==> config.mk <==
export PLATFORM = sky130hd
export DESIGN_NAME = pid_boost_duty_controller
export DESIGN_NICKNAME = d
export VERILOG_FILES = /design/src/hw/rtl/pbd_pkg.sv /design/src/hw/rtl/pbd_regs.sv /design/src/hw/rtl/pbd_datapath.sv /design/src/hw/rtl/pbd_ctrl.sv /design/src/hw/rtl/pid_boost_duty_controller.sv
export SDC_FILE = /design/constraint.sdc
export NUM_CORES = 2
export LEC_CHECK = 0
export BUFFER_PORTS_ARGS = -buffer_cell sky130_fd_sc_hd__buf_2
export CORE_MARGIN = 8
export CORE_UTILIZATION = 50
export CTS_BUF_LIST = sky130_fd_sc_hd__clkbuf_4 sky130_fd_sc_hd__clkbuf_8
export CTS_CLUSTER_DIAMETER = 60
export DETAILED_ROUTE_END_ITERATION = 8
export PLACE_DENSITY = 0.69
export SETUP_SLACK_MARGIN = 0.5
export SLEW_MARGIN = 5
export SYNTH_ARGS = -nofsm -noshare
export SYNTH_HDL_FRONTEND = slang
export SYNTH_SLANG_ARGS = --single-unit
==> constraint.sdc <==
create_clock -name aclk -period 7.65 [get_ports aclk]
set_input_delay 0.765 -clock aclk [delete_from_list [all_inputs] [get_ports aclk]]
set_output_delay 0.765 -clock aclk [all_outputs]
set_load 0.005 [all_outputs]
==> src/hw/rtl/pbd_pkg.sv <==
// ----------------------------------------------------------------------------
// pbd_pkg
// Shared constants, types and controller/datapath signal groups for the
// boost converter duty controller.
// ----------------------------------------------------------------------------
package pbd_pkg;

    // adc width and full scale code
    localparam int ADC_BITS = 10;
    localparam logic [ADC_BITS-1:0] ADC_FS = {ADC_BITS{1'b1}};
    localparam int IN_TDATA_W = ((ADC_BITS + 7) / 8) * 8;
    localparam int OUT_TDATA_W = 16;

    // volts scale: 3.3 / 0.176 * 65536, result in q5.16
    localparam int VSCALE = 1228800;
    localparam int VW = 21;
    localparam int XW = ADC_BITS + VW;
    localparam logic [XW-1:0] HALF_FS = XW'(ADC_FS >> 1);

    localparam int ERR_W = 24;
    localparam int SUM_W = 40;
    localparam int DER_W = ERR_W + 1;
    localparam int GAIN_W = 16;
    localparam int OPB_W = 25;
    localparam int PROD_W = GAIN_W + 1 + OPB_W;
    localparam int ACC_W = 58;

    localparam logic signed [ERR_W-1:0] SETTLE_BAND = 24'sd3276;

    // configuration register map
    localparam int CFG_AW = 5;
    localparam logic [2:0] REG_TARGET = 3'd0;
    localparam logic [2:0] REG_GAIN_P = 3'd1;
    localparam logic [2:0] REG_GAIN_I = 3'd2;
    localparam logic [2:0] REG_GAIN_D = 3'd3;
    localparam logic [2:0] REG_DUTY_CAP = 3'd4;

    // multiplier operand selection
    localparam logic [1:0] MAC_P = 2'd0;
    localparam logic [1:0] MAC_D = 2'd1;
    localparam logic [1:0] MAC_I_LO = 2'd2;
    localparam logic [1:0] MAC_I_HI = 2'd3;

    typedef struct packed {
        logic [3:0] target_volts;
        logic [GAIN_W-1:0] gain_p;
        logic [GAIN_W-1:0] gain_i;
        logic [GAIN_W-1:0] gain_d;
        logic [7:0] duty_cap;
    } cfg_t;

    typedef struct packed {
        logic load_in;
        logic scale;
        logic div_step;
        logic err;
        logic mac_issue;
        logic [1:0] mac_sel;
        logic mac_clear;
        logic mac_acc;
        logic load_out;
    } cmd_t;

    typedef struct packed {
        logic div_done;
    } stat_t;

endpackage

==> src/hw/rtl/pbd_regs.sv <==
// ----------------------------------------------------------------------------
// pbd_regs
// Configuration register bank behind an apb-style port.
// ----------------------------------------------------------------------------
module pbd_regs import pbd_pkg::*; (
    input  logic              aclk,
    input  logic              aresetn,
    input  logic              psel,
    input  logic              penable,
    input  logic              pwrite,
    input  logic [CFG_AW-1:0] paddr,
    input  logic [31:0]       pwdata,
    output logic [31:0]       prdata,
    output logic              pready,
    output cfg_t              cfg
);

    cfg_t cfg_reg;
    cfg_t cfg_next;
    logic wr_en;
    logic [2:0] idx;

    assign pready = 1'b1;
    assign wr_en  = psel && penable && pwrite;
    assign idx    = paddr[CFG_AW-1:2];
    assign cfg    = cfg_reg;

    always_comb begin
        cfg_next = cfg_reg;
        if (wr_en) begin
            unique case (idx)
                REG_TARGET:   cfg_next.target_volts = pwdata[3:0];
                REG_GAIN_P:   cfg_next.gain_p = pwdata[GAIN_W-1:0];
                REG_GAIN_I:   cfg_next.gain_i = pwdata[GAIN_W-1:0];
                REG_GAIN_D:   cfg_next.gain_d = pwdata[GAIN_W-1:0];
                REG_DUTY_CAP: cfg_next.duty_cap = pwdata[7:0];
                default:      cfg_next = cfg_reg;
            endcase
        end
    end

    always_comb begin
        unique case (idx)
            REG_TARGET:   prdata = {28'd0, cfg_reg.target_volts};
            REG_GAIN_P:   prdata = {16'd0, cfg_reg.gain_p};
            REG_GAIN_I:   prdata = {16'd0, cfg_reg.gain_i};
            REG_GAIN_D:   prdata = {16'd0, cfg_reg.gain_d};
            REG_DUTY_CAP: prdata = {24'd0, cfg_reg.duty_cap};
            default:      prdata = 32'd0;
        endcase
    end

    always_ff @(posedge aclk) begin
        if (!aresetn) begin
            cfg_reg.target_volts <= 4'd2;
            cfg_reg.gain_p       <= 16'd1408;
            cfg_reg.gain_i       <= 16'd307;
            cfg_reg.gain_d       <= 16'd256;
            cfg_reg.duty_cap     <= 8'd240;
        end else begin
            cfg_reg <= cfg_next;
        end
    end

endmodule

==> src/hw/rtl/pbd_datapath.sv <==
// ----------------------------------------------------------------------------
// pbd_datapath
// Sample scaling, error and integral state, shared gain multiplier with
// accumulator, and the duty clamp feeding the result register.
// ----------------------------------------------------------------------------
module pbd_datapath import pbd_pkg::*; (
    input  logic                aclk,
    input  logic                aresetn,
    input  logic [ADC_BITS-1:0] adc_sample,
    input  cfg_t                cfg,
    input  cmd_t                cmd,
    output stat_t               stat,
    output logic [7:0]          duty,
    output logic                settled
);

    logic [ADC_BITS-1:0] code_reg;
    logic [XW-1:0] x_reg;
    logic [VW-1:0] q_reg;
    logic signed [ERR_W-1:0] err_reg;
    logic signed [SUM_W-1:0] sum_reg;
    logic signed [SUM_W-1:0] sum_next;
    logic signed [ERR_W-1:0] prev_reg;
    logic signed [DER_W-1:0] deriv_reg;
    logic signed [PROD_W-1:0] prod_reg;
    logic prod_hi_reg;
    logic signed [ACC_W-1:0] acc_reg;
    logic [7:0] duty_reg;
    logic settled_reg;
    logic err_settled_reg;

    logic [VW-1:0] x_hi;
    logic [ADC_BITS-1:0] x_lo;
    logic [XW-1:0] scaled;
    logic [VW-1:0] volts;
    logic signed [ERR_W-1:0] err_c;
    logic signed [SUM_W:0] sum_wide;
    logic signed [GAIN_W:0] mul_a;
    logic signed [OPB_W-1:0] mul_b;
    logic signed [PROD_W-1:0] prod_c;
    logic signed [ACC_W-1:0] addend;
    logic [7:0] duty_raw;
    logic [7:0] duty_c;

    // divide by 2^n-1: x = a*2^n + b gives a*(2^n-1) + (a+b)
    assign x_hi = x_reg[XW-1:ADC_BITS];
    assign x_lo = x_reg[ADC_BITS-1:0];
    assign stat.div_done = (x_hi == '0);
    assign scaled = XW'({{(XW-ADC_BITS){1'b0}}, code_reg} * XW'(VSCALE)) + HALF_FS;
    assign volts = q_reg + VW'(x_lo == ADC_FS);

    assign err_c = $signed({4'd0, cfg.target_volts, 16'd0}) - $signed({3'd0, volts});
    assign sum_wide = {sum_reg[SUM_W-1], sum_reg} + {{(SUM_W-ERR_W+1){err_c[ERR_W-1]}}, err_c};

    always_comb begin
        if (sum_wide[SUM_W] != sum_wide[SUM_W-1]) begin
            sum_next = sum_wide[SUM_W] ? {1'b1, {(SUM_W-1){1'b0}}} : {1'b0, {(SUM_W-1){1'b1}}};
        end else begin
            sum_next = sum_wide[SUM_W-1:0];
        end
    end

    always_comb begin
        unique case (cmd.mac_sel)
            MAC_P: begin
                mul_a = $signed({1'b0, cfg.gain_p});
                mul_b = {err_reg[ERR_W-1], err_reg};
            end
            MAC_D: begin
                mul_a = $signed({1'b0, cfg.gain_d});
                mul_b = deriv_reg;
            end
            MAC_I_LO: begin
                mul_a = $signed({1'b0, cfg.gain_i});
                mul_b = $signed({5'd0, sum_reg[19:0]});
            end
            MAC_I_HI: begin
                mul_a = $signed({1'b0, cfg.gain_i});
                mul_b = {{5{sum_reg[SUM_W-1]}}, sum_reg[SUM_W-1:20]};
            end
            default: begin
                mul_a = '0;
                mul_b = '0;
            end
        endcase
    end

    assign prod_c = mul_a * mul_b;
    // upper half of the integral term weighs 2^20
    assign addend = prod_hi_reg ? {prod_reg[ACC_W-21:0], 20'd0}
                                : {{(ACC_W-PROD_W){prod_reg[PROD_W-1]}}, prod_reg};

    always_comb begin
        priority if (acc_reg[ACC_W-1]) begin
            duty_raw = 8'd0;
        end else if (acc_reg[ACC_W-1:32] != '0) begin
            duty_raw = 8'd255;
        end else begin
            duty_raw = acc_reg[31:24];
        end
        duty_c = (duty_raw > cfg.duty_cap) ? cfg.duty_cap : duty_raw;
    end

    always_ff @(posedge aclk) begin
        if (!aresetn) begin
            sum_reg  <= '0;
            prev_reg <= '0;
        end else if (cmd.err) begin
            sum_reg  <= sum_next;
            prev_reg <= err_c;
        end
    end

    always_ff @(posedge aclk) begin
        if (cmd.load_in) begin
            code_reg <= adc_sample;
        end
        if (cmd.scale) begin
            x_reg <= scaled;
            q_reg <= '0;
        end else if (cmd.div_step) begin
            x_reg <= XW'(x_hi) + XW'(x_lo);
            q_reg <= q_reg + x_hi;
        end
        if (cmd.err) begin
            err_reg         <= err_c;
            deriv_reg       <= {err_c[ERR_W-1], err_c} - {prev_reg[ERR_W-1], prev_reg};
            err_settled_reg <= (err_c <= SETTLE_BAND) && (err_c >= -SETTLE_BAND);
        end
        if (cmd.mac_issue) begin
            prod_reg    <= prod_c;
            prod_hi_reg <= (cmd.mac_sel == MAC_I_HI);
        end
        if (cmd.mac_clear) begin
            acc_reg <= '0;
        end else if (cmd.mac_acc) begin
            acc_reg <= acc_reg + addend;
        end
        if (cmd.load_out) begin
            duty_reg    <= duty_c;
            settled_reg <= err_settled_reg;
        end
    end

    assign duty    = duty_reg;
    assign settled = settled_reg;

endmodule

==> src/hw/rtl/pbd_ctrl.sv <==
// ----------------------------------------------------------------------------
// pbd_ctrl
// Sequencer for one item: scale, divide loop, error update, four multiply
// passes and the handover to the result register.
// ----------------------------------------------------------------------------
module pbd_ctrl import pbd_pkg::*; (
    input  logic  aclk,
    input  logic  aresetn,
    input  logic  s_tvalid,
    output logic  s_tready,
    output logic  m_tvalid,
    input  logic  m_tready,
    input  stat_t stat,
    output cmd_t  cmd
);

    localparam logic [2:0] ST_IDLE  = 3'd0;
    localparam logic [2:0] ST_SCALE = 3'd1;
    localparam logic [2:0] ST_DIV   = 3'd2;
    localparam logic [2:0] ST_ERR   = 3'd3;
    localparam logic [2:0] ST_MAC   = 3'd4;
    localparam logic [2:0] ST_FIN   = 3'd5;

    logic [2:0] state_reg, state_next;
    logic [2:0] cnt_reg, cnt_next;
    logic out_valid_reg, out_valid_next;
    logic out_free;

    assign s_tready = (state_reg == ST_IDLE);
    assign m_tvalid = out_valid_reg;
    assign out_free = !out_valid_reg || m_tready;

    always_comb begin
        state_next = state_reg;
        cnt_next   = cnt_reg;
        cmd        = '0;
        unique case (state_reg)
            ST_IDLE: begin
                if (s_tvalid) begin
                    cmd.load_in = 1'b1;
                    state_next  = ST_SCALE;
                end
            end
            ST_SCALE: begin
                cmd.scale  = 1'b1;
                state_next = ST_DIV;
            end
            ST_DIV: begin
                if (stat.div_done) begin
                    state_next = ST_ERR;
                end else begin
                    cmd.div_step = 1'b1;
                end
            end
            ST_ERR: begin
                cmd.err    = 1'b1;
                cnt_next   = 3'd0;
                state_next = ST_MAC;
            end
            ST_MAC: begin
                // issue on counts 0..3, accumulate the previous product on 1..4
                cmd.mac_sel   = cnt_reg[1:0];
                cmd.mac_issue = !cnt_reg[2];
                cmd.mac_clear = (cnt_reg == 3'd0);
                cmd.mac_acc   = (cnt_reg != 3'd0);
                cnt_next      = cnt_reg + 3'd1;
                if (cnt_reg[2]) begin
                    state_next = ST_FIN;
                end
            end
            ST_FIN: begin
                if (out_free) begin
                    cmd.load_out = 1'b1;
                    state_next   = ST_IDLE;
                end
            end
            default: state_next = ST_IDLE;
        endcase
    end

    always_comb begin
        priority if (cmd.load_out) begin
            out_valid_next = 1'b1;
        end else if (m_tready) begin
            out_valid_next = 1'b0;
        end else begin
            out_valid_next = out_valid_reg;
        end
    end

    always_ff @(posedge aclk) begin
        if (!aresetn) begin
            state_reg     <= ST_IDLE;
            cnt_reg       <= 3'd0;
            out_valid_reg <= 1'b0;
        end else begin
            state_reg     <= state_next;
            cnt_reg       <= cnt_next;
            out_valid_reg <= out_valid_next;
        end
    end

endmodule

==> src/hw/rtl/pid_boost_duty_controller.sv <==
// the time from input acceptance to result valid is set by the
// divide-by-full-scale loop and the passes of the shared gain multiplier
// with its accumulator; no new item is taken until the last result is loaded.
// a finished result waits in the output register while the next item runs.
// reset (aresetn low, synchronous) clears the integral and previous error,
// the sequencer and the result valid, and loads the register defaults.
// ----------------------------------------------------------------------------
// pid_boost_duty_controller
// PID duty controller for a boost converter: adc sample in, pwm duty and
// settled flag out, gains and target set through an apb-style port.
// ----------------------------------------------------------------------------
module pid_boost_duty_controller import pbd_pkg::*; (
    input  logic                   aclk,
    input  logic                   aresetn,
    input  logic                   s_tvalid,
    output logic                   s_tready,
    input  logic [IN_TDATA_W-1:0]  s_tdata,   // [9:0] adc_sample, rest zero
    output logic                   m_tvalid,
    input  logic                   m_tready,
    output logic [OUT_TDATA_W-1:0] m_tdata,   // [7:0] duty, [8] settled, rest zero
    input  logic                   psel,
    input  logic                   penable,
    input  logic                   pwrite,
    input  logic [CFG_AW-1:0]      paddr,
    input  logic [31:0]            pwdata,
    output logic [31:0]            prdata,
    output logic                   pready
);

    cfg_t cfg;
    cmd_t cmd;
    stat_t stat;
    logic [7:0] duty;
    logic settled;

    pbd_regs u_regs (
        .aclk    (aclk),
        .aresetn (aresetn),
        .psel    (psel),
        .penable (penable),
        .pwrite  (pwrite),
        .paddr   (paddr),
        .pwdata  (pwdata),
        .prdata  (prdata),
        .pready  (pready),
        .cfg     (cfg)
    );

    pbd_ctrl u_ctrl (
        .aclk     (aclk),
        .aresetn  (aresetn),
        .s_tvalid (s_tvalid),
        .s_tready (s_tready),
        .m_tvalid (m_tvalid),
        .m_tready (m_tready),
        .stat     (stat),
        .cmd      (cmd)
    );

    pbd_datapath u_dp (
        .aclk       (aclk),
        .aresetn    (aresetn),
        .adc_sample (s_tdata[ADC_BITS-1:0]),
        .cfg        (cfg),
        .cmd        (cmd),
        .stat       (stat),
        .duty       (duty),
        .settled    (settled)
    );

    assign m_tdata = {{(OUT_TDATA_W-9){1'b0}}, settled, duty};

endmodule

==> impl_metrics.yaml <==
timing:
  fmax_mhz: 131
  fin_skew_ps: 56.0
  min_period_ps: 7630
  finalHoldViolations: 0
  hold_slack_ps: 233
  fin_crit_sh_pct: 99.7
  worstMarginPinSlew_ps: 1090
  setup_slack_ps: 23.4
  drv_slew: 0
  rsz0062_at_grt: "true"
  setup_viol: 0
  maxSlewHeadroom_pct: 26.8
worst_setup_path:
  cp-start-kind: "flop"
  path_max_fanout: 10
  path_class: "flop to flop"
  r2r_end: "u_dp.prod_reg[41]"
  cp.required_ps: 8060
  crit_path_top_delay_cell: "fa_1"
  r2r_start: "u_ctrl.state_reg[0]"
  critical_path.max_stage_delay_ps: 570
  r2r_slack_ps: 20
  r2r_cells: 33
  end_kind: "flop"
  cp.arrival_ps: 8040
clocking:
  cts_tree: "built"
  cts_buffers: 66
  clock_sinks: 347
  cts-root-buf: "clkbuf_8"
  cts-hold-fix-buffers: 0
  htree_levels: 3
  clk_pin_slew_ps: 60
  cts_buffer_depth: 3
  clk_latency_ps: 710
yosys:
  syn_inst: 4470
  synth_xor_xnor_area_share_pct: 4.73
  synth_compound_area_share_pct: 16.1
  synthAdderAreaFrac_pct: 31.1
  synthFlopType: "dfxtp_1"
  synth_area_um2: 38300
  synth_edf_count: 139
  synth_mux_area_share_pct: 2.21
  synthSimpleGateAreaFrac_pct: 15.6
  syn_area_per_cell_um2: 8.57
  ys_ff_latch: 347
  yosysSeqAreaShare_pct: 21.8
  ys_types: 90
  ys_warn_count: 0
  async_flop_share_pct: 0
  synth_top_family_by_area: "adder cells"
grt:
  grt_max_degree: 97
  overflow: 0
  grt_pass1_vias: 32231
  grt_pass1_wl_mm: 174
  antenna_found_initial: 5
  grt_use_total_pct: 25.3
final_layout:
  final_util_pct: 59.2
  layout_commonest_cell: "inv_1"
  nNetsFinal: 5520
  area_growth_pct: 17.3
  final_cell_mix: "inv_1, nand2_1, fa_1, buf_4, ha_1"
  instances_no_fill: 5849
  largest_register_ffs: 60
  drive_gt1_share_pct: 17.4
detailed_routing:
  post_drt_wl_per_cell_um: 18.9
  route.detailed.drc: 0
  dr.pass1.iters: 6
  drtIter0Drc: 2413
  vias: 32577
  wirelength_mm: 111
  vias_per_cell: 5.57
  drtAntennaViolNets: 0
floorplan:
  core_um2: 75900
  dieArea_um2: 85700
  start_util_pct: 50.4
  rows: 101
  die_width_um: 293
  boundaryPins: 111
  die_h_um: 293
place:
  place_congestion: 0.942
  dp_hpwl_mm: 84.0
  pre_cts_slack_ps: 4.95
  portBuffers: 62
  dp.cells: 5635
min_path:
  hold_end: "u_dp.code_reg[6]"
  hold_depth: 1
  hp-class: "input port to flop"
  min-delay-start: "s_tdata[6]"
pwr:
  cellLeakagePower_nw: 20.8
  vdd_ir_drop_max_mv: 0.413
  powerDensity_nw_per_um2: 468
flow_run:
  maxCapViolCount: 0
outcome:
  outcome: "finished clean"
==> metal layers <==
layer  track usage, %  wire (µm)  vias to the layer above
met4             12.6       6160                        0
met1             32.5      46600                    15629
li1                 -          -                    15531
met3             4.44       7660                      299
met2             41.1      50400                     1118
met5                0          0                        -
==> cell usage after synthesis, types with 80 or more instances <==
library cell,instances,share of area [%]
dfxtp_1,208,11
clkbuf_1,169,1.7
fa_1,386,20
edfxtp_1,139,11
xor2_1,86,2.0
nor2_1,297,2.9
inv_1,603,5.9
nand2_1,595,5.8
o21ai_0,239,3.1
a21o_1,85,1.7
ha_1,311,10
xnor2_1,121,2.8
a21oi_1,252,3.3
nand3_1,80,1.0
==> area by class of cell <==
class	instances	area [µm²]
Fill cell	6567	31000
Clock inverter	22	159
Inverter	605	2280
Clock buffer	99	1240
Multi-Input combinational cell	3317	27900
Timing Repair Buffer	426	3730
Antenna cell	3	7.51
Sequential cell	347	8340
Tap cell	1030	1290
==> where the power goes <==
group,internal [mW],leakage [nW],switching [mW]
Combinational,7.29,17.1,8.49
Clock,1.06,0.744,0.906
Sequential,2.86,2.96,0.405
Total,11.2,20.8,9.80
==> critical path: cells and delay by family (launching register included) <==
family / cells / cell delay (ps)
fa+ha+maj: 7 / 3300
flops: 1 / 330
buf+inv: 10 / 1030
compound gates: 9 / 1610
simple gates: 6 / 970
xor+xnor: 1 / 90
==> cell families (layout without fill, tap and decap cells) <==
group                    after synthesis  after routing
AND/OR/NAND/NOR                     1329           1332
other                                  2             27
buffers and inverters                831           1152
XOR/XNOR                             207            207
AO/OA/AOI/OAI                        950            950
adder cells (fa/ha/maj)              726            726
multiplexers                          78             78
flip-flops                           347            347
==> through the flow <==
step	setup TNS, ps	cell area [µm²]	power [mW]
2_1_floorplan	0	39000	13.5
3_3_place_gp	-49.3	41900	17.1
3_5_place_dp	0	41900	17.4
4_1_cts	0	44500	20.4
5_1_grt	-613	44900	22.9
6_report	0	44900	21.0
==> how the worst max path moves through the flow <==
stage                         from                end  slack [ps]  depth (start not counted)
3_3_place_gp   u_ctrl.state_reg[1]  u_dp.prod_reg[41]         -20                         30
6_report       u_ctrl.state_reg[0]  u_dp.prod_reg[41]          20                         33
4_1_cts        u_ctrl.state_reg[0]  u_dp.prod_reg[33]         150                         29
2_1_floorplan  u_ctrl.state_reg[1]  u_dp.prod_reg[41]         390                         34
3_5_place_dp   u_ctrl.state_reg[1]  u_dp.prod_reg[40]           5                         30
5_1_grt        u_ctrl.state_reg[0]  u_dp.prod_reg[41]        -140                         34
==> timing repair <==
item,in CTS,in global routing
resized for setup,131,54
buffers inserted,60,21
cloned,7,2
pin swaps,119,47
setup endpoints to repair,16,57
(Power assumes the default switching activity.)
